==> config.mk <==
export PLATFORM = sky130hd
export DESIGN_NAME = vcm_divider
export DESIGN_NICKNAME = d
export VERILOG_FILES = /design/src/sv/vcm_pkg.sv /design/src/sv/vcm_divider.sv
export SDC_FILE = /design/constraint.sdc
export NUM_CORES = 2
export LEC_CHECK = 0
export BUFFER_PORTS_ARGS = -buffer_cell sky130_fd_sc_hd__buf_2
export CAP_MARGIN = 20
export CORE_ASPECT_RATIO = 0.75
export CORE_MARGIN = 2
export CORE_UTILIZATION = 55
export CTS_CLUSTER_DIAMETER = 120
export DETAILED_ROUTE_END_ITERATION = 16
export HOLD_SLACK_MARGIN = 0.06
export PLACE_DENSITY = 0.82
export SLEW_MARGIN = 20
export SYNTH_ARGS = -nofsm -noshare
export SYNTH_HDL_FRONTEND = slang
export SYNTH_SLANG_ARGS = --single-unit
==> constraint.sdc <==
create_clock -name clk -period 8.35 [get_ports clk]
set_input_delay 0.835 -clock clk [delete_from_list [all_inputs] [get_ports clk]]
set_output_delay 0.835 -clock clk [all_outputs]
set_load 0.02 [all_outputs]
==> src/sv/vcm_pkg.sv <==
package vcm_pkg;

  localparam int VALUE_BITS_DEF = 24;
  localparam int COLOR_BITS     = 24;
  localparam int CH_BITS        = 8;
  localparam int RES_BITS       = 11;
  localparam int LANES          = 3;
  localparam int IDX_BITS       = 3;

  localparam logic [1:0] MODE_SPECTRUM = 2'd0;
  localparam logic [1:0] MODE_GRAY     = 2'd1;
  localparam logic [1:0] MODE_GRADIENT = 2'd2;

  localparam logic [IDX_BITS-1:0] REG_MODE        = 3'd0;
  localparam logic [IDX_BITS-1:0] REG_RANGE_LOW   = 3'd1;
  localparam logic [IDX_BITS-1:0] REG_RANGE_HIGH  = 3'd2;
  localparam logic [IDX_BITS-1:0] REG_COLOR_START = 3'd3;
  localparam logic [IDX_BITS-1:0] REG_COLOR_END   = 3'd4;

  localparam logic [RES_BITS-1:0] SPEC_TOP = 11'h5F9;
  localparam logic [RES_BITS-1:0] GRAY_TOP = 11'h0FF;

  localparam logic [RES_BITS-1:0] SEG_1 = 11'h0FF;
  localparam logic [RES_BITS-1:0] SEG_2 = 11'h1FE;
  localparam logic [RES_BITS-1:0] SEG_3 = 11'h2FD;
  localparam logic [RES_BITS-1:0] SEG_4 = 11'h3FC;
  localparam logic [RES_BITS-1:0] SEG_5 = 11'h4FB;

  localparam logic [COLOR_BITS-1:0] HUE_0 = 24'hFF00FE;
  localparam logic [COLOR_BITS-1:0] HUE_1 = 24'hFF0100;
  localparam logic [COLOR_BITS-1:0] HUE_2 = 24'hFEFF00;
  localparam logic [COLOR_BITS-1:0] HUE_3 = 24'h00FF01;
  localparam logic [COLOR_BITS-1:0] HUE_4 = 24'h00FEFF;
  localparam logic [COLOR_BITS-1:0] HUE_5 = 24'h0100FF;

  typedef struct packed {
    logic [RES_BITS-1:0] nlo;
    logic [RES_BITS-1:0] nhi;
    logic [RES_BITS-1:0] mag;
    logic                neg;
  } lane_t;

  typedef struct packed {
    logic oor;
    logic at_hi;
    logic at_lo;
  } tag_t;

  function automatic logic [COLOR_BITS-1:0] spectrum(input logic [RES_BITS-1:0] c);
    logic [COLOR_BITS-1:0] u;
    logic [COLOR_BITS-1:0] res;
    u = COLOR_BITS'(c);
    priority if (c < SEG_1) begin
      res = HUE_0 - u;
    end else if (c < SEG_2) begin
      res = HUE_1 + ((u - COLOR_BITS'(SEG_1)) << 8);
    end else if (c < SEG_3) begin
      res = HUE_2 - ((u - COLOR_BITS'(SEG_2)) << 16);
    end else if (c < SEG_4) begin
      res = HUE_3 + (u - COLOR_BITS'(SEG_3));
    end else if (c < SEG_5) begin
      res = HUE_4 - ((u - COLOR_BITS'(SEG_4)) << 8);
    end else begin
      res = HUE_5 + ((u - COLOR_BITS'(SEG_5)) << 16);
    end
    return res;
  endfunction

endpackage

==> src/sv/vcm_divider.sv <==
module vcm_divider #(
  parameter int VALUE_BITS = vcm_pkg::VALUE_BITS_DEF
) (
  input  logic                                            clk,
  input  logic                                            rst,
  input  logic                                            adv,
  input  logic                                            in_valid,
  input  logic [VALUE_BITS-1:0]                           offset,
  input  vcm_pkg::tag_t                                   in_tag,
  input  logic [VALUE_BITS-1:0]                           span,
  input  vcm_pkg::lane_t [vcm_pkg::LANES-1:0]             lane,
  output logic                                            out_valid,
  output vcm_pkg::tag_t                                   out_tag,
  output logic [vcm_pkg::LANES-1:0][vcm_pkg::RES_BITS-1:0] quo
);

  localparam int QB = vcm_pkg::RES_BITS;
  localparam int NL = vcm_pkg::LANES;
  localparam int PW = VALUE_BITS + QB;

  logic [QB:0]                         vld;
  vcm_pkg::tag_t [QB:0]                tg;
  logic [NL-1:0][QB:0][VALUE_BITS-1:0] rem;
  logic [NL-1:0][QB:0][QB-1:0]         low;
  logic [NL-1:0][QB:0][QB-1:0]         qs;
  logic [NL-1:0][PW-1:0]               prod;
  logic [NL-1:0][QB-1:0][VALUE_BITS:0] trial;
  logic [NL-1:0][QB-1:0][VALUE_BITS:0] sub;
  logic [NL-1:0][QB-1:0]               ge;

  always_comb begin
    for (int l = 0; l < NL; l++) begin
      prod[l] = PW'(offset) * PW'(lane[l].mag);
      for (int k = 0; k < QB; k++) begin
        trial[l][k] = {rem[l][k], low[l][k][QB-1-k]};
        ge[l][k]    = trial[l][k] >= {1'b0, span};
        sub[l][k]   = trial[l][k] - {1'b0, span};
      end
    end
  end

  always_ff @(posedge clk) begin
    if (rst) begin
      vld <= '0;
    end else if (adv) begin
      vld <= {vld[QB-1:0], in_valid};
    end
  end

  always_ff @(posedge clk) begin
    if (adv) begin
      tg <= {tg[QB-1:0], in_tag};
      for (int l = 0; l < NL; l++) begin
        rem[l][0] <= prod[l][PW-1:QB];
        low[l][0] <= prod[l][QB-1:0];
        qs[l][0]  <= '0;
        for (int k = 0; k < QB; k++) begin
          rem[l][k+1] <= ge[l][k] ? sub[l][k][VALUE_BITS-1:0] : trial[l][k][VALUE_BITS-1:0];
          low[l][k+1] <= low[l][k];
          qs[l][k+1]  <= {qs[l][k][QB-2:0], ge[l][k]};
        end
      end
    end
  end

  assign out_valid = vld[QB];
  assign out_tag   = tg[QB];

  always_comb begin
    for (int l = 0; l < NL; l++) begin
      quo[l] = qs[l][QB];
    end
  end

`ifndef SYNTHESIS
  a_quo_bound: assert property (@(posedge clk) disable iff (rst)
    (vld[QB] && !tg[QB].at_hi && !tg[QB].at_lo) |-> (qs[0][QB] <= lane[0].mag))
    else $error("quotient exceeds channel span");
`endif

endmodule

==> flow_summary.yaml <==
sta:
  slew_viol_final: 0
  clock-skew-final_ps: 34.2
  fmax_ghz: 0.148
  rsz0062_at_grt: "no"
  finalSetupViolCount: 0
  fin_crit_sh: 0.809
  min_period_ps: 6760
  worstMarginPinSlew_ps: 1110
  slew_headroom: 0.262
  hold_viol_final: 0
  finalSetupTns_ps: 0
clock_network:
  cts_tree: "done"
  hold_buffers: 0
  cts.sinks: 1236
  numCtsBuffers: 141
  post_cts_resized: 0
  clock_latency_ps: 790
  clk_pin_slew_worst_paths_ps: 60
  cts-root-buf: "clkbuf_16"
  ctsLongestPathBuffers: 3
  cts_setup_buffers: 0
  h-tree-depth: 4
synthesis:
  ys_async_sr_fraction: 0
  syn_area_um2: 105000
  syn_inst: 10300
  syn_nets: 12100
  ys_warn_count: 0
  synth_cell_types: 97
  synthFlopType: "edfxtp_1"
  synth_edf_count: 1224
  ys_ff_latch: 1236
  syn-mean-instance-area_um2: 10.2
  yosysSeqAreaShare: 0.351
drt:
  first_pass_iters: 6
  met1_length_mm: 118
  vias_per_cell: 6.08
  ant_nets: 0
  drc_errors: 0
  drt_iter0_markers: 8133
  wl_met2_mm: 113
  vias: 79000
  top_layer_used: "met5"
  routed-wl-met3_mm: 24.0
  drt_wl_total_mm: 264
  wire_per_inst_um: 20.3
job:
  drv_cap: 0
grt:
  track_usage: 0.267
  antenna_found_initial: 17
  overflow: 0
  grt_pass1_vias: 77100
  grt_pass1_wl_mm: 415
  grt_max_degree: 208
worst_setup_path:
  critPathLaunchType: "input pin"
  crit_chain: "buf_2 -> nand2_1 -> fa_1 -> fa_1 -> inv_1 -> fa_1 -> fa_1 -> inv_1 -> fa_1 -> inv_1 -> ha_1 -> nand3_1 -> nor2_1 -> a211oi_1 -> a31oi_1 -> nor2_1 -> o221ai_1 -> o41a_1 -> a2111oi_0 -> o21bai_1 -> xnor2_1"
  crit_fanout: 17
  path_common_cell: "fa_1"
  cp-end-kind: "flip-flop"
  slowest_stage: "a2111oi_0"
  crit_path_max_incr_delay_ps: 560
  worstPathRequired_ps: 8870
  worstPathArrival_ps: 7280
  worstSetupPathType: "input pin to flip-flop"
cells_and_area:
  layout_common_cells: "1224 x edfxtp_1, 1011 x ha_1, 1007 x nand2_1"
  syn2layout_area_growth_pct: 7.68
  drive_gt1_frac: 0.0854
  layout.nets: 12100
  layout_commonest_cell: "edfxtp_1"
  fin_area_um2: 113000
floorplan:
  core_um2: 191000
  dieArea_um2: 195000
  start_util: 0.552
  ios: 194
  num_rows: 139
  die_w_um: 509
  die_h_um: 383
placement:
  place.gp.congestion: 0.962
  dp_hpwl_mm: 197
  port_buffers: 124
  place_area_um2: 109000
outcome:
  status: "completed"
min_path:
  min_path_type: "input pin to flip-flop"
pwr:
  power_leakage_uw: 0.0481
  power_per_cell_area_nw_per_um2: 450
  peakVddDrop_mv: 0.372
==> metrics by stage <==
step	hold slack, ps	total power [uW]	util	worst slack (ps)	cells
final	245	51000	0.594	1590	13000
after global placement	400	42800	0.569	1030	12700
after detailed placement	405	44100	0.570	888	12700
after global routing	194	55100	0.594	1330	13000
after floorplan	400	36700	-	2020	10300
after CTS	182	50500	0.594	1680	13000
==> cell type report <==
cell class | instances | area [um^2]
clock buffer | 165 | 3660
inverter | 875 | 3280
clock inverter | 92 | 950
fill | 15300 | 77400
antenna | 9 | 22.5
sequential | 1236 | 37000
timing repair buffer | 228 | 1530
multi-input combinational | 7850 | 63700
tap | 2538 | 3180
==> cell usage after synthesis (111+ instances only) <==
library cell	number	area, um^2
edfxtp_1	1224	36800
ha_1	1011	12600
nand2_1	1007	3780
inv_1	874	3280
a21oi_1	756	3780
fa_1	621	12400
nor2_1	582	2180
o21ai_0	533	2670
xnor2_1	413	3620
and2_1	352	2200
mux2_2	339	3820
a21o_1	330	2480
xor2_1	245	2150
clkbuf_1	231	867
nand3_1	145	726
nor2b_1	128	801
nand2b_1	123	769
nor3_1	121	606
o21a_1	111	833
==> path summary, 6_finish.rpt <==
check / from / to / slack [ps] / cells after the start
setup / recovery: offset[0] / rem[311] / 1590 / 21
hold / removal: in_tag[1] / tg[1] / 250 / 1
setup reg to reg: rem[672] / rem[699] / 3960 / 11
hold reg to reg: qs[57] / qs[69] / 400 / 0
==> cell families (layout without fill, tap and decap cells) <==
logic type / Yosys count / count (layout) / share of synthesized area
simple gates: 2789 / 2789 / 0.126
buf+inv: 1190 / 1360 / 0.0447
xor+xnor: 658 / 658 / 0.0547
flops: 1236 / 1236 / 0.351
other cells: 0 / 9 / 0
fa+ha+maj: 1632 / 1632 / 0.238
mux: 419 / 419 / 0.0448
compound gates: 2352 / 2352 / 0.140
==> report_power, final <==
| group | internal (uW) | total (uW) | switching (uW) |
|---|---|---|---|
| sequential | 11300 | 12800 | 1530 |
| clock | 3620 | 6150 | 2540 |
| combinational | 13900 | 32000 | 18100 |
| total | 28800 | 51000 | 22200 |
==> per-layer routing <==
layer / global-route usage / vias up
li1: - / 36600
met1: 0.390 / 38100
met2: 0.399 / 3703
met3: 0.0477 / 561
met4: 0.0913 / 8
met5: 0 / -
==> sequential cells by signal (all words and copies together), names as in the netlist <==
signal	flops
rem	792
low	198
qs	165
quo	33
tg	33
vld	12
out_tag	3
==> worst max-delay path, delay by kind of cell <==
kind	cells	cell delay, ps
adder cells (fa/ha/maj)	6	3030
buffers and inverters	4	510
AND/OR/NAND/NOR	4	680
XOR/XNOR	1	150
AO/OA/AOI/OAI	6	2050
Power figures use the tool's default switching activity.
