File: src/sv/vcm_pkg.sv
package vcm_pkg;

  localparam int VALUE_BITS_DEF = 24;
  localparam int COLOR_BITS     = 24;
  localparam int CH_BITS        = 8;
  localparam int RES_BITS       = 11;
  localparam int LANES          = 3;
  localparam int IDX_BITS       = 3;

  localparam logic [1:0] MODE_SPECTRUM = 2'd0;
  localparam logic [1:0] MODE_GRAY     = 2'd1;
  localparam logic [1:0] MODE_GRADIENT = 2'd2;

  localparam logic [IDX_BITS-1:0] REG_MODE        = 3'd0;
  localparam logic [IDX_BITS-1:0] REG_RANGE_LOW   = 3'd1;
  localparam logic [IDX_BITS-1:0] REG_RANGE_HIGH  = 3'd2;
  localparam logic [IDX_BITS-1:0] REG_COLOR_START = 3'd3;
  localparam logic [IDX_BITS-1:0] REG_COLOR_END   = 3'd4;

  localparam logic [RES_BITS-1:0] SPEC_TOP = 11'h5F9;
  localparam logic [RES_BITS-1:0] GRAY_TOP = 11'h0FF;

  localparam logic [RES_BITS-1:0] SEG_1 = 11'h0FF;
  localparam logic [RES_BITS-1:0] SEG_2 = 11'h1FE;
  localparam logic [RES_BITS-1:0] SEG_3 = 11'h2FD;
  localparam logic [RES_BITS-1:0] SEG_4 = 11'h3FC;
  localparam logic [RES_BITS-1:0] SEG_5 = 11'h4FB;

  localparam logic [COLOR_BITS-1:0] HUE_0 = 24'hFF00FE;
  localparam logic [COLOR_BITS-1:0] HUE_1 = 24'hFF0100;
  localparam logic [COLOR_BITS-1:0] HUE_2 = 24'hFEFF00;
  localparam logic [COLOR_BITS-1:0] HUE_3 = 24'h00FF01;
  localparam logic [COLOR_BITS-1:0] HUE_4 = 24'h00FEFF;
  localparam logic [COLOR_BITS-1:0] HUE_5 = 24'h0100FF;

  typedef struct packed {
    logic [RES_BITS-1:0] nlo;
    logic [RES_BITS-1:0] nhi;
    logic [RES_BITS-1:0] mag;
    logic                neg;
  } lane_t;

  typedef struct packed {
    logic oor;
    logic at_hi;
    logic at_lo;
  } tag_t;

  function automatic logic [COLOR_BITS-1:0] spectrum(input logic [RES_BITS-1:0] c);
    logic [COLOR_BITS-1:0] u;
    logic [COLOR_BITS-1:0] res;
    u = COLOR_BITS'(c);
    priority if (c < SEG_1) begin
      res = HUE_0 - u;
    end else if (c < SEG_2) begin
      res = HUE_1 + ((u - COLOR_BITS'(SEG_1)) << 8);
    end else if (c < SEG_3) begin
      res = HUE_2 - ((u - COLOR_BITS'(SEG_2)) << 16);
    end else if (c < SEG_4) begin
      res = HUE_3 + (u - COLOR_BITS'(SEG_3));
    end else if (c < SEG_5) begin
      res = HUE_4 - ((u - COLOR_BITS'(SEG_4)) << 8);
    end else begin
      res = HUE_5 + ((u - COLOR_BITS'(SEG_5)) << 16);
    end
    return res;
  endfunction

endpackage

File: src/sv/vcm_cfg_if.sv
interface vcm_cfg_if #(
  parameter int DATA_BITS = vcm_pkg::COLOR_BITS
);
  logic                           valid;
  logic                           ready;
  logic [vcm_pkg::IDX_BITS-1:0]   index;
  logic [DATA_BITS-1:0]           data;

  modport source(output valid, index, data, input ready);
  modport sink(input valid, index, data, output ready);
endinterface

File: src/sv/vcm_cfg.sv
module vcm_cfg #(
  parameter int VALUE_BITS = vcm_pkg::VALUE_BITS_DEF,
  parameter int DATA_BITS  = vcm_pkg::COLOR_BITS
) (
  input  logic                                        clk,
  input  logic                                        rst,
  vcm_cfg_if.sink                                     cfg,
  output logic [1:0]                                  mode,
  output logic signed [VALUE_BITS-1:0]                lo,
  output logic signed [VALUE_BITS-1:0]                hi,
  output logic signed [VALUE_BITS-1:0]                bot,
  output logic signed [VALUE_BITS-1:0]                top,
  output logic [VALUE_BITS-1:0]                       span,
  output vcm_pkg::lane_t [vcm_pkg::LANES-1:0]         lane
);

  localparam int CH  = vcm_pkg::CH_BITS;
  localparam int NL  = vcm_pkg::LANES;
  localparam int RB  = vcm_pkg::RES_BITS;

  logic signed [VALUE_BITS-1:0]     range_low;
  logic signed [VALUE_BITS-1:0]     range_high;
  logic [vcm_pkg::COLOR_BITS-1:0]   start_rgb;
  logic [vcm_pkg::COLOR_BITS-1:0]   end_rgb;
  logic signed [VALUE_BITS:0]       diff;
  logic [VALUE_BITS:0]              diff_abs;
  vcm_pkg::lane_t [NL-1:0]          lane_next;

  assign cfg.ready = 1'b1;
  assign lo = range_low;
  assign hi = range_high;

  always_ff @(posedge clk) begin
    if (rst) begin
      mode        <= vcm_pkg::MODE_SPECTRUM;
      range_low   <= '0;
      range_high  <= VALUE_BITS'(100);
      start_rgb   <= '0;
      end_rgb     <= '1;
    end else if (cfg.valid) begin
      unique case (cfg.index)
        vcm_pkg::REG_MODE:        mode        <= cfg.data[1:0];
        vcm_pkg::REG_RANGE_LOW:   range_low   <= cfg.data[VALUE_BITS-1:0];
        vcm_pkg::REG_RANGE_HIGH:  range_high  <= cfg.data[VALUE_BITS-1:0];
        vcm_pkg::REG_COLOR_START: start_rgb   <= cfg.data[vcm_pkg::COLOR_BITS-1:0];
        vcm_pkg::REG_COLOR_END:   end_rgb     <= cfg.data[vcm_pkg::COLOR_BITS-1:0];
        default: ;
      endcase
    end
  end

  assign diff     = {range_high[VALUE_BITS-1], range_high} - {range_low[VALUE_BITS-1], range_low};
  assign diff_abs = diff[VALUE_BITS] ? (~diff + 1'b1) : diff;

  always_comb begin
    for (int l = 0; l < NL; l++) begin
      lane_next[l].nlo = '0;
      lane_next[l].nhi = vcm_pkg::SPEC_TOP;
      unique case (mode)
        vcm_pkg::MODE_GRAY: begin
          lane_next[l].nhi = vcm_pkg::GRAY_TOP;
        end
        vcm_pkg::MODE_GRADIENT: begin
          lane_next[l].nlo = RB'(start_rgb[CH*(NL-1-l) +: CH]);
          lane_next[l].nhi = RB'(end_rgb[CH*(NL-1-l) +: CH]);
        end
        default: ;
      endcase
      lane_next[l].neg = lane_next[l].nhi < lane_next[l].nlo;
      lane_next[l].mag = lane_next[l].neg ? (lane_next[l].nlo - lane_next[l].nhi)
                                          : (lane_next[l].nhi - lane_next[l].nlo);
    end
  end

  always_ff @(posedge clk) begin
    bot  <= (range_low < range_high) ? range_low : range_high;
    top  <= (range_low < range_high) ? range_high : range_low;
    span <= diff_abs[VALUE_BITS-1:0];
    lane <= lane_next;
  end

endmodule

File: src/flat_wrapper.sv
// flat-port wrapper written by rule: the top's interface ports become plain ports
module vcm_cfg_flat 
#(
  parameter int VALUE_BITS = vcm_pkg::VALUE_BITS_DEF,
  parameter int DATA_BITS  = vcm_pkg::COLOR_BITS
)
  (clk, rst, mode, lo, hi, bot, top, span, lane, cfg_valid, cfg_index, cfg_data, cfg_ready);
  vcm_cfg_if #(.DATA_BITS(DATA_BITS)) cfg_i ();
  input  logic clk;
  input  logic rst;
  output logic [1:0] mode;
  output logic signed [VALUE_BITS-1:0] lo;
  output logic signed [VALUE_BITS-1:0] hi;
  output logic signed [VALUE_BITS-1:0] bot;
  output logic signed [VALUE_BITS-1:0] top;
  output logic [VALUE_BITS-1:0] span;
  output vcm_pkg::lane_t [vcm_pkg::LANES-1:0] lane;
  input wire logic [$bits(cfg_i.valid)-1:0] cfg_valid;
  input wire logic [$bits(cfg_i.index)-1:0] cfg_index;
  input wire logic [$bits(cfg_i.data)-1:0] cfg_data;
  output wire logic [$bits(cfg_i.ready)-1:0] cfg_ready;
  assign cfg_i.valid = cfg_valid;
  assign cfg_i.index = cfg_index;
  assign cfg_i.data = cfg_data;
  assign cfg_ready = cfg_i.ready;
  vcm_cfg #(.VALUE_BITS(VALUE_BITS), .DATA_BITS(DATA_BITS)) u_core (.clk(clk), .rst(rst), .cfg(cfg_i), .mode(mode), .lo(lo), .hi(hi), .bot(bot), .top(top), .span(span), .lane(lane));
endmodule
File: config.mk
export PLATFORM = sky130hd
export DESIGN_NAME = vcm_cfg_flat
export DESIGN_NICKNAME = d
export VERILOG_FILES = /design/src/sv/vcm_pkg.sv /design/src/sv/vcm_cfg_if.sv /design/src/sv/vcm_cfg.sv /design/src/flat_wrapper.sv
export SDC_FILE = /design/constraint.sdc
export NUM_CORES = 1
export LEC_CHECK = 0
export ABC_AREA = 1
export BUFFER_PORTS_ARGS = -buffer_cell sky130_fd_sc_hd__buf_2
export CAP_MARGIN = 20
export CORE_MARGIN = 1.5
export CORE_UTILIZATION = 35
export DETAILED_ROUTE_END_ITERATION = 10
export PLACE_DENSITY = 0.55
export SETUP_SLACK_MARGIN = 0.02
export SYNTH_ARGS = -nofsm -noshare
export SYNTH_HDL_FRONTEND = slang
export SYNTH_SLANG_ARGS = --single-unit
File: constraint.sdc
create_clock -name clk -period 3 [get_ports clk]
set_input_delay 0.3 -clock clk [delete_from_list [all_inputs] [get_ports clk]]
set_output_delay 0.3 -clock clk [all_outputs]
set_load 0.02 [all_outputs]
==> results.sh <==
export IMPL_status="completed"
export IMPL_worstSetupStartpointType="flop"
export IMPL_yosysTopAreaCellShare_pct=41.3
export IMPL_crit_fanout=23
export IMPL_synth_cell_type_count=44
export IMPL_worst_setup_path_end_kind="flop"
export IMPL_dieArea_um2=36400
export IMPL_floorplan_initialDensity_pct=35.7
export IMPL_antenna_found_initial=3
export IMPL_fin_crit_sh_pct=94.9
export IMPL_numCtsBuffers=28
export IMPL_post_route_util_pct=44.5
export IMPL_dr_max_layer_used="met4"
export IMPL_met2_length_um=18100
export IMPL_avgSynthCellArea_um2=7.43
export IMPL_p_per_area_nw_per_um2=674
export IMPL_slowest_stage="ha_1"
export IMPL_fin_nets=2052
export IMPL_cts_sinks=255
export IMPL_met1_length_um=18000
export IMPL_grt_overflow_total=0
export IMPL_path_class="reg -> reg"
export IMPL_report_final_hold_viol_count=0
export IMPL_power_leakage_uw=0.00803
export IMPL_cp_arrival_ns=3.29
export IMPL_first_iter_violations=528
export IMPL_rsz0062_at_grt="yes"
export IMPL_fin_cells=2418
export IMPL_clock_latency_ns=0.59
export IMPL_crit_buf_inv=4
export IMPL_gp_congestion=0.938
export IMPL_cts_tree="built"
export IMPL_clk_pin_slew_ns=0.06
export IMPL_drtAntennaViolNets=0
export IMPL_synthTopCellsByArea="dfxtp_1 (41%), nand2_1 (12%), ha_1 (7.7%), inv_1 (7.1%), o21ai_0 (5.1%)"
export IMPL_via_per_inst=4.69
export IMPL_post_dp_hpwl_um=30800
export IMPL_worst_pin_slew_ns=0.974
export IMPL_layout_common_cells="nand2_1 (383), dfxtp_1 (254), buf_2 (241)"
export IMPL_worstPathRequired_ns=3.45
export IMPL_nFillCells=3584
export IMPL_hold_path_class="in -> reg"
export IMPL_grt_use_total_pct=20.9
export IMPL_fin_hold_ws_ns=0.0247
export IMPL_vias=11344
export IMPL_ys_ff_latch=255
export IMPL_wl_met3_um=2030
export IMPL_critical_path_top_delay_family="compound AO/OA/AOI/OAI gates"
export IMPL_syn_cell_area_um2=12400
export IMPL_routed_wl_um=38900
export IMPL_finalMaxSlewViolations=0
export IMPL_mostFrequentLayoutCell="nand2_1"
export IMPL_die_y_um=191
export IMPL_ys_seq_area_share_pct=41.3
export IMPL_fmax_ghz=0.351
export IMPL_drc_errors=0
export IMPL_grt_pass1_wl_um=59300
export IMPL_cpPeakStageDelay_ns=0.36
export IMPL_fp_row_count=68
export IMPL_io_pins=255
export IMPL_die_width_um=191
export IMPL_yosysTopAreaCell="dfxtp_1"
export IMPL_h_tree_depth=1
export IMPL_drive_above_1_share_pct=22.4
export IMPL_grt_pass1_vias=10813
export IMPL_setup_viol=0
export IMPL_clock_skew_ns=0.0342
export IMPL_power_total_uw=10400
export IMPL_crit_path_cell_trace="inv_1 > ha_4 > buf_6 > nand2_1 > a21oi_1 > inv_1 > ha_1 > a21oi_1 > o21ai_1 > nand2_1 > nand3_1 > a21boi_4 > inv_1 > nand2_1 > o211ai_1 > xor2_1"
export IMPL_grt_start_max_net_pins=40
export IMPL_wl_per_cell_um=16.1
export IMPL_period_needed_ns=2.85
export IMPL_core_um2=34600
export IMPL_portBuffers=241
export IMPL_ir_worst_vdd_mv=0.413
export IMPL_root_buffer="clkbuf_16"
export IMPL_syn_inst=1662
export IMPL_drt_pass1_iter_count=5
export IMPL_placed_cells=2356
export IMPL_maxCapViolCount=0
export IMPL_syn_to_final_growth_pct=24.8
export IMPL_yosys_warnings=0
export IMPL_clockBufferDepth=3
export IMPL_slew_headroom_pct=35.0
[timing repair]
| action | CTS | global route |
|---|---|---|
| setup buffers | 0 | 5 |
| endpoints found under the hold margin | 3 | 0 |
| hold buffers | 3 | 0 |
| gates resized for setup | 2 | 35 |
| pin swaps | 0 | 3 |
| setup endpoints to repair | 3 | 47 |
[metrics by stage]
| step | setup WS (ns) | area (um2) | TNS [ns] |
|---|---|---|---|
| after floorplan | -0.00593 | 12400 | -0.00593 |
| after global placement | 0.0568 | 14300 | 0 |
| after detailed placement | -0.0272 | 14300 | -0.0272 |
| after CTS | 0.0274 | 15300 | 0 |
| after global routing | -0.0413 | 15400 | -0.118 |
| final | 0.154 | 15400 | 0 |
[layout make-up]
cell class	count	area, um2	share of cell area [%]
Timing Repair Buffer	308	1790	11.6
Clock inverter	14	161	1.05
Sequential cell	255	5110	33.1
Antenna cell	4	10.0	0.0649
Inverter	251	945	6.13
Multi-Input combinational cell	1095	6050	39.2
Clock buffer	36	791	5.13
Tap cell	455	569	3.69
[per-layer routing]
metal / vias up / track usage, %
met1: 5217 / 27.7
met5: - / 0
li1: 5786 / -
met2: 292 / 35.1
met4: 0 / 6.09
met3: 49 / 2.98
[cell families (layout without fill, tap and decap cells)]
kind of cell    Yosys count  after routing  share of synthesized area, %
simple gates            641            641                          21.4
buf+inv                 323            609                          10.9
compound gates          317            317                          14.6
flops                   255            255                          41.3
fa+ha+maj                83             83                          8.83
xor+xnor                 35             35                          2.48
mux                       6              6                         0.486
other cells               2             17                        0.0608
[tightest hold or removal path, stage by stage]
cell,delay (ns)
buf_2,0.13
nand2_1,0.06
o211ai_1,0.07
[power by group]
part           switching, uW  internal [uW]
sequential               147           3820
combinational           1960            939
clock                   1480           2040
total                   3580           6800
[flip-flops by register name, summed over array words and instances, names as in the netlist]
name              count
u_core.top           24
u_core.span          24
u_core.end_rgb       24
u_core.lo            24
u_core.start_rgb     24
u_core.hi            24
u_core.mode           2
u_core.bot           24
u_core.lane          85
[final timing paths]
path                                      from                                 to  slack [ns]  cells past startpoint
max reg2reg        u_core.mode[0]$_SDFFE_PP0P_             u_core.lane[8]$_DFF_P_        0.15                     16
min                               cfg_data[23]    u_core.end_rgb[23]$_SDFFE_PP1P_        0.02                      3
max                u_core.mode[0]$_SDFFE_PP0P_             u_core.lane[8]$_DFF_P_        0.15                     16
min reg2reg  u_core.start_rgb[21]$_SDFFE_PP0P_  u_core.start_rgb[21]$_SDFFE_PP0P_        0.44                      2
[synthesized netlist by cell type (all sizes together)]
library cell / n
nand3b: 7
conb: 2
xnor2: 13
xor2: 22
a221o: 1
mux2i: 6
and2: 2
o21ai: 142
a21boi: 2
fa: 7
clkinv: 4
nand3: 79
or2: 1
buf: 36
a21o: 8
o21bai: 2
nor2: 141
nor4: 2
nand2: 393
nand4: 9
dfxtp: 255
clkbuf: 36
o31ai: 2
o2111ai: 1
o211ai: 22
inv: 247
nor3: 6
ha: 76
and3: 1
o22ai: 2
a2111oi: 1
a21oi: 134
Note: power is estimated with default switching activity, not from simulation.
