## src/sv/vcm_pkg.sv

```systemverilog
package vcm_pkg;

  localparam int VALUE_BITS_DEF = 24;
  localparam int COLOR_BITS     = 24;
  localparam int CH_BITS        = 8;
  localparam int RES_BITS       = 11;
  localparam int LANES          = 3;
  localparam int IDX_BITS       = 3;

  localparam logic [1:0] MODE_SPECTRUM = 2'd0;
  localparam logic [1:0] MODE_GRAY     = 2'd1;
  localparam logic [1:0] MODE_GRADIENT = 2'd2;

  localparam logic [IDX_BITS-1:0] REG_MODE        = 3'd0;
  localparam logic [IDX_BITS-1:0] REG_RANGE_LOW   = 3'd1;
  localparam logic [IDX_BITS-1:0] REG_RANGE_HIGH  = 3'd2;
  localparam logic [IDX_BITS-1:0] REG_COLOR_START = 3'd3;
  localparam logic [IDX_BITS-1:0] REG_COLOR_END   = 3'd4;

  localparam logic [RES_BITS-1:0] SPEC_TOP = 11'h5F9;
  localparam logic [RES_BITS-1:0] GRAY_TOP = 11'h0FF;

  localparam logic [RES_BITS-1:0] SEG_1 = 11'h0FF;
  localparam logic [RES_BITS-1:0] SEG_2 = 11'h1FE;
  localparam logic [RES_BITS-1:0] SEG_3 = 11'h2FD;
  localparam logic [RES_BITS-1:0] SEG_4 = 11'h3FC;
  localparam logic [RES_BITS-1:0] SEG_5 = 11'h4FB;

  localparam logic [COLOR_BITS-1:0] HUE_0 = 24'hFF00FE;
  localparam logic [COLOR_BITS-1:0] HUE_1 = 24'hFF0100;
  localparam logic [COLOR_BITS-1:0] HUE_2 = 24'hFEFF00;
  localparam logic [COLOR_BITS-1:0] HUE_3 = 24'h00FF01;
  localparam logic [COLOR_BITS-1:0] HUE_4 = 24'h00FEFF;
  localparam logic [COLOR_BITS-1:0] HUE_5 = 24'h0100FF;

  typedef struct packed {
    logic [RES_BITS-1:0] nlo;
    logic [RES_BITS-1:0] nhi;
    logic [RES_BITS-1:0] mag;
    logic                neg;
  } lane_t;

  typedef struct packed {
    logic oor;
    logic at_hi;
    logic at_lo;
  } tag_t;

  function automatic logic [COLOR_BITS-1:0] spectrum(input logic [RES_BITS-1:0] c);
    logic [COLOR_BITS-1:0] u;
    logic [COLOR_BITS-1:0] res;
    u = COLOR_BITS'(c);
    priority if (c < SEG_1) begin
      res = HUE_0 - u;
    end else if (c < SEG_2) begin
      res = HUE_1 + ((u - COLOR_BITS'(SEG_1)) << 8);
    end else if (c < SEG_3) begin
      res = HUE_2 - ((u - COLOR_BITS'(SEG_2)) << 16);
    end else if (c < SEG_4) begin
      res = HUE_3 + (u - COLOR_BITS'(SEG_3));
    end else if (c < SEG_5) begin
      res = HUE_4 - ((u - COLOR_BITS'(SEG_4)) << 8);
    end else begin
      res = HUE_5 + ((u - COLOR_BITS'(SEG_5)) << 16);
    end
    return res;
  endfunction

endpackage

```

## src/sv/vcm_front.sv

```systemverilog
module vcm_front #(
  parameter int VALUE_BITS = vcm_pkg::VALUE_BITS_DEF
) (
  input  logic                         clk,
  input  logic                         rst,
  input  logic                         adv,
  input  logic                         in_valid,
  input  logic signed [VALUE_BITS-1:0] value,
  input  logic signed [VALUE_BITS-1:0] lo,
  input  logic signed [VALUE_BITS-1:0] hi,
  input  logic signed [VALUE_BITS-1:0] bot,
  input  logic signed [VALUE_BITS-1:0] top,
  output logic                         out_valid,
  output logic [VALUE_BITS-1:0]        offset,
  output vcm_pkg::tag_t                tag
);

  logic                         val0;
  logic                         val1;
  logic signed [VALUE_BITS-1:0] v0;
  logic signed [VALUE_BITS-1:0] vc;
  logic                         oor1;
  logic signed [VALUE_BITS:0]   diff;
  logic [VALUE_BITS:0]          diff_abs;

  always_ff @(posedge clk) begin
    if (rst) begin
      val0      <= 1'b0;
      val1      <= 1'b0;
      out_valid <= 1'b0;
    end else if (adv) begin
      val0      <= in_valid;
      val1      <= val0;
      out_valid <= val1;
    end
  end

  assign diff     = {vc[VALUE_BITS-1], vc} - {lo[VALUE_BITS-1], lo};
  assign diff_abs = diff[VALUE_BITS] ? (~diff + 1'b1) : diff;

  always_ff @(posedge clk) begin
    if (adv) begin
      v0 <= value;
      priority if (v0 < bot) begin
        vc   <= bot;
        oor1 <= 1'b1;
      end else if (v0 > top) begin
        vc   <= top;
        oor1 <= 1'b1;
      end else begin
        vc   <= v0;
        oor1 <= 1'b0;
      end
      offset    <= diff_abs[VALUE_BITS-1:0];
      tag.oor   <= oor1;
      tag.at_hi <= vc == hi;
      tag.at_lo <= vc == lo;
    end
  end

endmodule

```

## config.mk

```make
export PLATFORM = sky130hd
export DESIGN_NAME = vcm_front
export DESIGN_NICKNAME = d
export VERILOG_FILES = /design/src/sv/vcm_pkg.sv /design/src/sv/vcm_front.sv
export SDC_FILE = /design/constraint.sdc
export NUM_CORES = 1
export LEC_CHECK = 0
export ABC_AREA = 1
export BUFFER_PORTS_ARGS = -buffer_cell sky130_fd_sc_hd__buf_2
export CORE_MARGIN = 10
export CORE_UTILIZATION = 51
export CTS_CLUSTER_SIZE = 28
export DETAILED_ROUTE_END_ITERATION = 7
export GPL_TIMING_DRIVEN = 0
export PLACE_DENSITY = 0.78
export SLEW_MARGIN = 20
export SYNTH_ARGS = -nofsm -noshare
export SYNTH_HDL_FRONTEND = slang
export SYNTH_SLANG_ARGS = --single-unit
```

## constraint.sdc

```tcl
create_clock -name clk -period 2.7 [get_ports clk]
set_input_delay 0.54 -clock clk [delete_from_list [all_inputs] [get_ports clk]]
set_output_delay 0.54 -clock clk [all_outputs]
set_load 0.01 [all_outputs]
```

==> key figures, run 1 <==
Placement
  • Placed Cells: 1,328
  • IO buf count: 151
  • Placer Congestion: 0.893
  • Dpl hpwl: 15,700 um

Routing
  • Post-DR vias/cell: about 5
  • WL/cell: 14.0 um
  • DRC viols: 0
  • Routed via count: 6,820
  • Final wirelength: about 19,000 um
  • Drt pass-1 iters: 5
  • Iteration-0 DRC Markers: 279
  • Final ANT Viol Nets: 0

Worst setup path
  • CP startpoint: vc[0]$_DFFE_PP_
  • Crit. End Element: flip-flop
  • Setup crit start kind: flip-flop
  • Crit Path Class: reg -> reg
  • Worst path cell trace: inv_1 -> ha_2 -> inv_2 -> fa_2 -> inv_2 -> nand2_2 -> a21oi_2 -> nand3_1 -> nor2_2 -> nand3_2 -> nor2_4 -> nand4_1 -> nand2_2 -> nand3_2 -> nand2_2 -> nand2_2
  • Max incr delay on CP: 0.46 ns
  • CP max stage cell: fa_2
  • Worst Path Required: 2.81 ns
  • Max Fanout on Critical Path: 7
  • R2R Path Start: vc[0]$_DFFE_PP_
  • Cell mode on critical path: nand2_2
  • Crit path DAT: 2.82 ns

Die
  • Die Span Y: 138 um
  • Die footprint: 19,200 um^2
  • Core Area: 13,800 um^2
  • Die W: 138 um
  • Std cell rows: 43
  • Initial Util: 51.7%
  • IO Count: 152

Clock tree
  • H-tree Lvls: 3
  • Reg clk slew, reported paths: 0.07 ns
  • Root buf cell: clkbuf_16
  • CTS tree: done
  • Num CTS Buffers: 9
  • Clock Tree Buf Depth: 2
  • Clock Sinks: 79
  • Cts hold-fix bufs: 0
  • Clock latency on the worst-skew pair: about 0.35 ns

Synth
  • Ys flop type: edfxtp_1
  • Syn Std Cell Area: between 7000 and 8000 um^2
  • Synthesized Nets: 1,193
  • Largest cells by area after synthesis: edfxtp_1, nand2_1, ha_1
  • Unique masters post-synth: 40
  • Synth cell count leaders: nand2_1, inv_1, edfxtp_1, ha_1, nand3_1
  • Post-synth ARST share: 0%
  • Largest area contributor in the netlist: edfxtp_1
  • Synth Warn #: 0
  • Avg Cell Area, Syn: about 7 um^2
  • #FFs+latches synth: 79
  • Top-count cell post-synth: nand2_1
  • Post-Synthesis Cells: about 1,000
  • Synth top area share: between 30% and 40%
  • Post-synthesis sequential area ratio: 32.8%
  • Post-synth EDFFs: 76

Layout
  • P&R area growth vs syn: 22.3%
  • Final-stage net count: 1,371
  • Fraction of layout instances using a drive strength above 1: 23.0%
  • Final non-filler cell total: ~1.4k

Timing
  • WHS: 0.360 ns
  • RSZ-0062 raised after global routing: yes
  • Setup-failing EPs final: 4
  • Worst setup margin: -0.0159 ns
  • Setup_tns: -0.0445 ns
  • Max_slew headroom: 70.2%
  • Crit share post-route: 101%
  • Final Hold Viols: 0
  • Fin crit period: 2.72 ns
  • Max-slew violation count: 0
  • Least-Margin Pin Slew: between 0.4 and 0.5 ns
  • F_max: 368 MHz
  • Post-Route Skew: 0.0106 ns

Power
  • Clk network pwr share: 22.5%
  • Reg power frac: 32.2%
  • Net Switching: around 2.2 mW
  • Int Pwr: 3.33 mW
  • Sw frac: 39.3%
  • Pwr Density: ~630 nW/um^2
  • Largest vdd supply drop: 351 uV
  • Comb power frac: ~45%
  • LEAKAGE: 4.70 nW

Min path
  • Worst min path class: in -> reg
  • HP Start: value[23]

Outcome
  • Status: complete, but fails checks
  • Failing checks: negative setup slack

Global route
  • Vias in the first global route: 6,891
  • Global-route wire length before repair: 31,300 um
  • GRT overflow: 0
  • All-Layer GR Usage: 19.4%
  • Antenna violations before repair: 1
  • Largest net degree at the start of global routing: 54

Flow run
  • Max-cap violations: 0
==> cell usage in the layout, fill, tap and decap left out, types with 2 or more instances in the layout <==
master     Yosys  final
clkinv_4       0      2
and2_1         2      2
xnor2_1       15     15
clkbuf_2       0      3
o21bai_1       4      4
dfxtp_1        3      3
ha_2           0      3
inv_2          8     11
clkbuf_16      0      9
nor2_1        48     43
nor2_2         9     13
nand4_1       47     47
nand2_1      302    289
clkbuf_1       6      4
nand3_2        4      6
xor2_1        24     24
a21oi_1       45     44
nand3_4        0      3
clkbuf_4       0      2
inv_1        190    187
nand3b_1       7      7
buf_2          5    154
o21ai_1        5      3
ha_1          72     69
nor3_1         5      5
a21oi_2        3      4
o21ai_0       11     10
nand2_4        2      5
o211ai_1       3      3
edfxtp_1      76     76
nand3_1       67     62
nor2_4         1      2
o21ai_2        1      4
nand2_2       15     25
nor4_1         5      4
buf_4          0     15
==> through the flow <==
step                      utilization, %  area (um^2)  worst slack, ns  power, mW
final                               63.2         8740          -0.0159       5.48
after global routing                63.2         8740           -0.282       5.90
after CTS                           61.5         8510          0.00183       5.34
after detailed placement            59.0         8160           -0.429       4.08
after global placement              58.8         8130           -0.439       4.01
after floorplan                        -         7150           0.0420       3.42
==> power groups by stage <==
stage	combinational (mW)	clock, mW	sequential [mW]
6_report	2.48	1.23	1.76
5_1_grt	2.83	1.28	1.79
4_1_cts	2.33	1.24	1.77
3_5_place_dp	2.29	0	1.79
3_3_place_gp	2.23	0	1.79
2_1_floorplan	1.57	0	1.85
==> cell type report <==
type	count	area, um^2
well taps	180	225
multi-input cells	705	4160
clock buffers	11	233
fillers	1252	5080
inverters	199	754
flip-flops and latches	79	2340
plain buffers	13	76.3
clock inverters	5	58.8
repair buffers	166	891
diodes	1	2.50
repair inverters	1	6.26
==> cells by family after synthesis <==
| family | after synthesis | synth area share [%] |
|---|---|---|
| simple gates | 517 | 32.3 |
| buf+inv | 212 | 11.4 |
| flops | 79 | 32.8 |
| compound gates | 76 | 5.91 |
| fa+ha+maj | 73 | 12.9 |
| xor+xnor | 39 | 4.78 |
==> path summary, 6_finish.rpt <==
| check | slack, ns | cells after the start | to |
|---|---|---|---|
| hold reg to reg | 0.44 | 0 | tag[2]$_DFFE_PP_ |
| setup / recovery | -0.02 | 16 | offset[21]$_DFFE_PP_ |
| setup reg to reg | -0.02 | 16 | offset[21]$_DFFE_PP_ |
| hold / removal | 0.36 | 1 | v0[23]$_DFFE_PP_ |
==> metal layers <==
layer | global-route usage [%] | vias up | share of wire (%)
met1 | 21.5 | 3036 | 41
met5 | 0 | - | 0
met2 | 35.1 | 158 | 51
met4 | 7.05 | 0 | 2.7
met3 | 4.49 | 39 | 5.6
li1 | - | 3587 | -
==> state kept, by name, summed over array words and instances (netlist names) <==
register,flops
offset,24
oor1,1
out_valid,1
tag,3
v0,24
val0,1
val1,1
vc,24
==> worst max-delay path: cells and delay by family (launching register included) <==
kind            cells  cell delay [ns]
compound gates      1             0.11
buf+inv             3             0.21
simple gates       10             1.09
flops               1             0.41
fa+ha+maj           2             0.65
==> what timing repair did <==
item,in CTS,in global routing
setup buffers,4,10
endpoints found under the setup margin,36,39
cloned,0,1
pin swaps,4,16
resized for setup,9,50
Power figures use the tool's default switching activity.
==> inputs of run 2 (changes only) <==
--- a/config.mk
+++ b/config.mk
@@ -12,7 +12,7 @@
 export CTS_CLUSTER_SIZE = 28
 export DETAILED_ROUTE_END_ITERATION = 7
 export GPL_TIMING_DRIVEN = 0
-export PLACE_DENSITY = 0.78
+export PLACE_DENSITY_LB_ADDON = 0.05
 export SLEW_MARGIN = 20
 export SYNTH_ARGS = -nofsm -noshare
 export SYNTH_HDL_FRONTEND = slang
==> run 2 against run 1 <==
  * The flow now finishes without violations
  * Clock power barely moved
  * Worst hold slack got worse by 0.0088 ns
  * Utilization rose by 0.85 points
  * Non-clock buffer count fell by 1
  * Count of clock-buffer cells in the layout fell by 1
  * Clock skew fell by 0.0021 ns
  * Total power rose by 0.91%
  * Sequential power barely moved
  * Critical path type unchanged
==> key figures, run 2 (synthesized netlist as in run 1, its figures left out) <==
Clock tree
  • Num CTS Buffers: 9 (unchanged)
  • Cts hold-fix bufs: 0 (unchanged)
  • Root buf cell: clkbuf_16 (unchanged)
  • CTS tree: done (unchanged)
  • Clock latency on the worst-skew pair: 0.36 ns (was 0.35 ns)
  • H-tree Lvls: 3 (unchanged)
  • Clock Sinks: 79 (unchanged)
  • Clock Tree Buf Depth: 2 (unchanged)
  • Reg clk slew, reported paths: 0.07 ns (about the same)

Layout
  • Fraction of layout instances using a drive strength above 1: 25.0% (was 23.0%)
  • Most common cell after layout, fill and taps aside: nand2_1 (unchanged)
  • Top flop regs: offset: 24 flops, v0: 24 flops, vc: 24 flops (unchanged)
  • Final non-filler cell total: 1,359 (was 1,360)
  • Post-route cell area: 8860 um^2 (was 8740 um^2)
  • Multi-input logic area: 4280 um^2 (was 4160 um^2)
  • Final-stage net count: 1,370 (was 1,371)
  • Commonest non-fill, non-tap cells in the layout: nand2_1, inv_1, buf_2 (unchanged)
  • Final core occ: 64.1% (was 63.2%)
  • P&R area growth vs syn: 23.9% (was 22.3%)
  • Reg area: 2340 um^2 (unchanged)
  • Layout filler cell count: 1,316 (was 1,252)

Routing
  • DRC viols: 0 (unchanged)
  • Drt pass-1 iters: 6 (was 5)
  • Final wirelength: 19,000 um (was 19,100 um)
  • Routed via count: 6,740 (was 6,820)
  • WL/cell: 14.0 um (about the same)
  • Post-DR vias/cell: 4.96 (was 5.01)
  • Iteration-0 DRC Markers: 311 (was 279)
  • Final ANT Viol Nets: 0 (unchanged)

Power
  • LEAKAGE: 4.70 nW (about the same)
  • Pwr Density: 624 nW/um^2 (was 627 nW/um^2)
  • Total Power: 5.53 mW (was 5.48 mW)
  • Largest vdd supply drop: 298 uV (was 351 uV)

Die
  • Die Span Y: 138 um (unchanged)
  • Die W: 138 um (unchanged)
  • Die footprint: 19,200 um^2 (unchanged)
  • Initial Util: 51.7% (unchanged)
  • IO Count: 152 (unchanged)
  • Std cell rows: 43 (unchanged)
  • Core Area: 13,800 um^2 (unchanged)

Timing
  • Max-slew violation count: 0 (unchanged)
  • F_max: 375 MHz (was 368 MHz)
  • Least-Margin Pin Slew: 0.598 ns (was 0.447 ns)
  • Fin crit period: 2.66 ns (was 2.72 ns)
  • Crit share post-route: 98.7% (was 101%)
  • Post-Route Skew: 0.00847 ns (was 0.0106 ns)
  • Worst setup margin: 0.0355 ns (was -0.0159 ns)
  • Final Hold Viols: 0 (unchanged)
  • Max_slew headroom: 59.8% (was 70.2%)
  • Setup-failing EPs final: 0 (was 4)
  • RSZ-0062 raised after global routing: yes (unchanged)

Placement
  • IO buf count: 151 (unchanged)
  • Dpl hpwl: 15,700 um (about the same)
  • Dpl ws: -0.385 ns (was -0.429 ns)
  • Placer Congestion: 0.874 (was 0.893)
  • Dpl cell area: 8160 um^2 (unchanged)
  • Placed Cells: 1,328 (unchanged)

Worst setup path
  • Setup crit start kind: flip-flop (unchanged)
  • CP startpoint: vc[0]$_DFFE_PP_ (unchanged)
  • Crit Path Class: reg -> reg (unchanged)
  • Worst path cell trace: inv_1 -> ha_2 -> inv_2 -> fa_2 -> inv_4 -> nand2_2 -> a21oi_2 -> nand3_1 -> nor2_2 -> nand3_2 -> nor2_4 -> nand4_1 -> nand2_4 -> nand2_2 -> nand2_1 -> nand2_1 (was inv_1 -> ha_2 -> inv_2 -> fa_2 -> inv_2 -> nand2_2 -> a21oi_2 -> nand3_1 -> nor2_2 -> nand3_2 -> nor2_4 -> nand4_1 -> nand2_2 -> nand3_2 -> nand2_2 -> nand2_2)
  • Crit path DAT: 2.77 ns (was 2.82 ns)
  • Max Fanout on Critical Path: 6 (was 7)
  • Worst path depth: 16 (unchanged)
  • Max incr delay on CP: 0.43 ns (was 0.46 ns)
  • R2R depth: 16 (unchanged)
  • CP Buf/Inv Count: 3 (unchanged)
  • Crit. End Element: flip-flop (unchanged)
  • CP top delay family: simple AND/OR/NAND/NOR gates (unchanged)
  • CP max stage cell: fa_2 (unchanged)
  • Worst Path Required: 2.81 ns (about the same)
  • R2R Path Start: vc[0]$_DFFE_PP_ (unchanged)

Outcome
  • Status: completed (was complete, but fails checks)

Flow run
  • Max-cap violations: 0 (unchanged)

Min path
  • HP Start: value[18] (was value[23])
  • Hold Path Depth: 1 (unchanged)
  • Worst min path class: in -> reg (unchanged)

Global route
  • Vias in the first global route: 6,768 (was 6,891)
  • GRT overflow: 0 (unchanged)
  • Antenna violations before repair: 2 (was 1)
  • Global-route wire length before repair: 30,600 um (was 31,300 um)
  • Largest net degree at the start of global routing: 52 (was 54)
  • All-Layer GR Usage: 19.3% (was 19.4%)
## run 2: cell count changes in the layout (fill, tap and decap cells not counted), sizes merged
cell,change
clkbuf,-1
bufinv,-1
clkinv,-3
inv,+3
buf,-1
clkinvlp,+2
## run 2: path summary, 6_finish.rpt
| check | to | slack (ns) |
|---|---|---|
| max | offset[17]$_DFFE_PP_ | 0.04 |
| min | v0[18]$_DFFE_PP_ | 0.35 |
| max reg2reg | offset[17]$_DFFE_PP_ | 0.04 |
| min reg2reg | val0$_SDFFE_PP0P_ | 0.47 |
## run 2: area by class of cell
type | instances | share of cell area, %
Antenna cell | 1 | 0.0282
Buffer | 13 | 0.847
Clock buffer | 10 | 2.70
Clock inverter | 6 | 0.579
Inverter | 199 | 8.54
Multi-Input combinational cell | 705 | 48.2
Sequential cell | 79 | 26.4
Tap cell | 180 | 2.54
Timing Repair Buffer | 165 | 10.1
Timing Repair inverter | 1 | 0.0424
## run 2: stage by stage
step | TNS [ns] | hold slack [ns]
final | 0 | 0.351
after global routing | -1.05 | 0.348
after CTS | 0 | 0.344
after detailed placement | -12.62 | 0.447
after global placement | -12.16 | 0.406
after floorplan | 0 | 0.400
## run 2: timing repair
| item | in CTS | in global routing |
|---|---|---|
| pin swaps | 14 | 25 |
| buffers inserted | 8 | 5 |
| endpoints found under the setup margin | 37 | 43 |
| resized for setup | 23 | 67 |
| gates cloned | 1 | 0 |
## run 2: metal layers
metal | GRT usage, % | routed length [um] | vias to the layer above
li1 | - | - | 3584
met1 | 20.6 | 7660 | 2971
met2 | 36.0 | 9910 | 146
met3 | 4.18 | 902 | 37
met4 | 7.71 | 474 | 2
met5 | 0 | 12 | -
## run 2: power by group
group	switching, mW	total, mW	internal (mW)	leakage (nW)
clock network	0.554	1.21	0.661	0.134
registers	0.103	1.77	1.67	0.771
logic	1.56	2.54	0.984	3.80
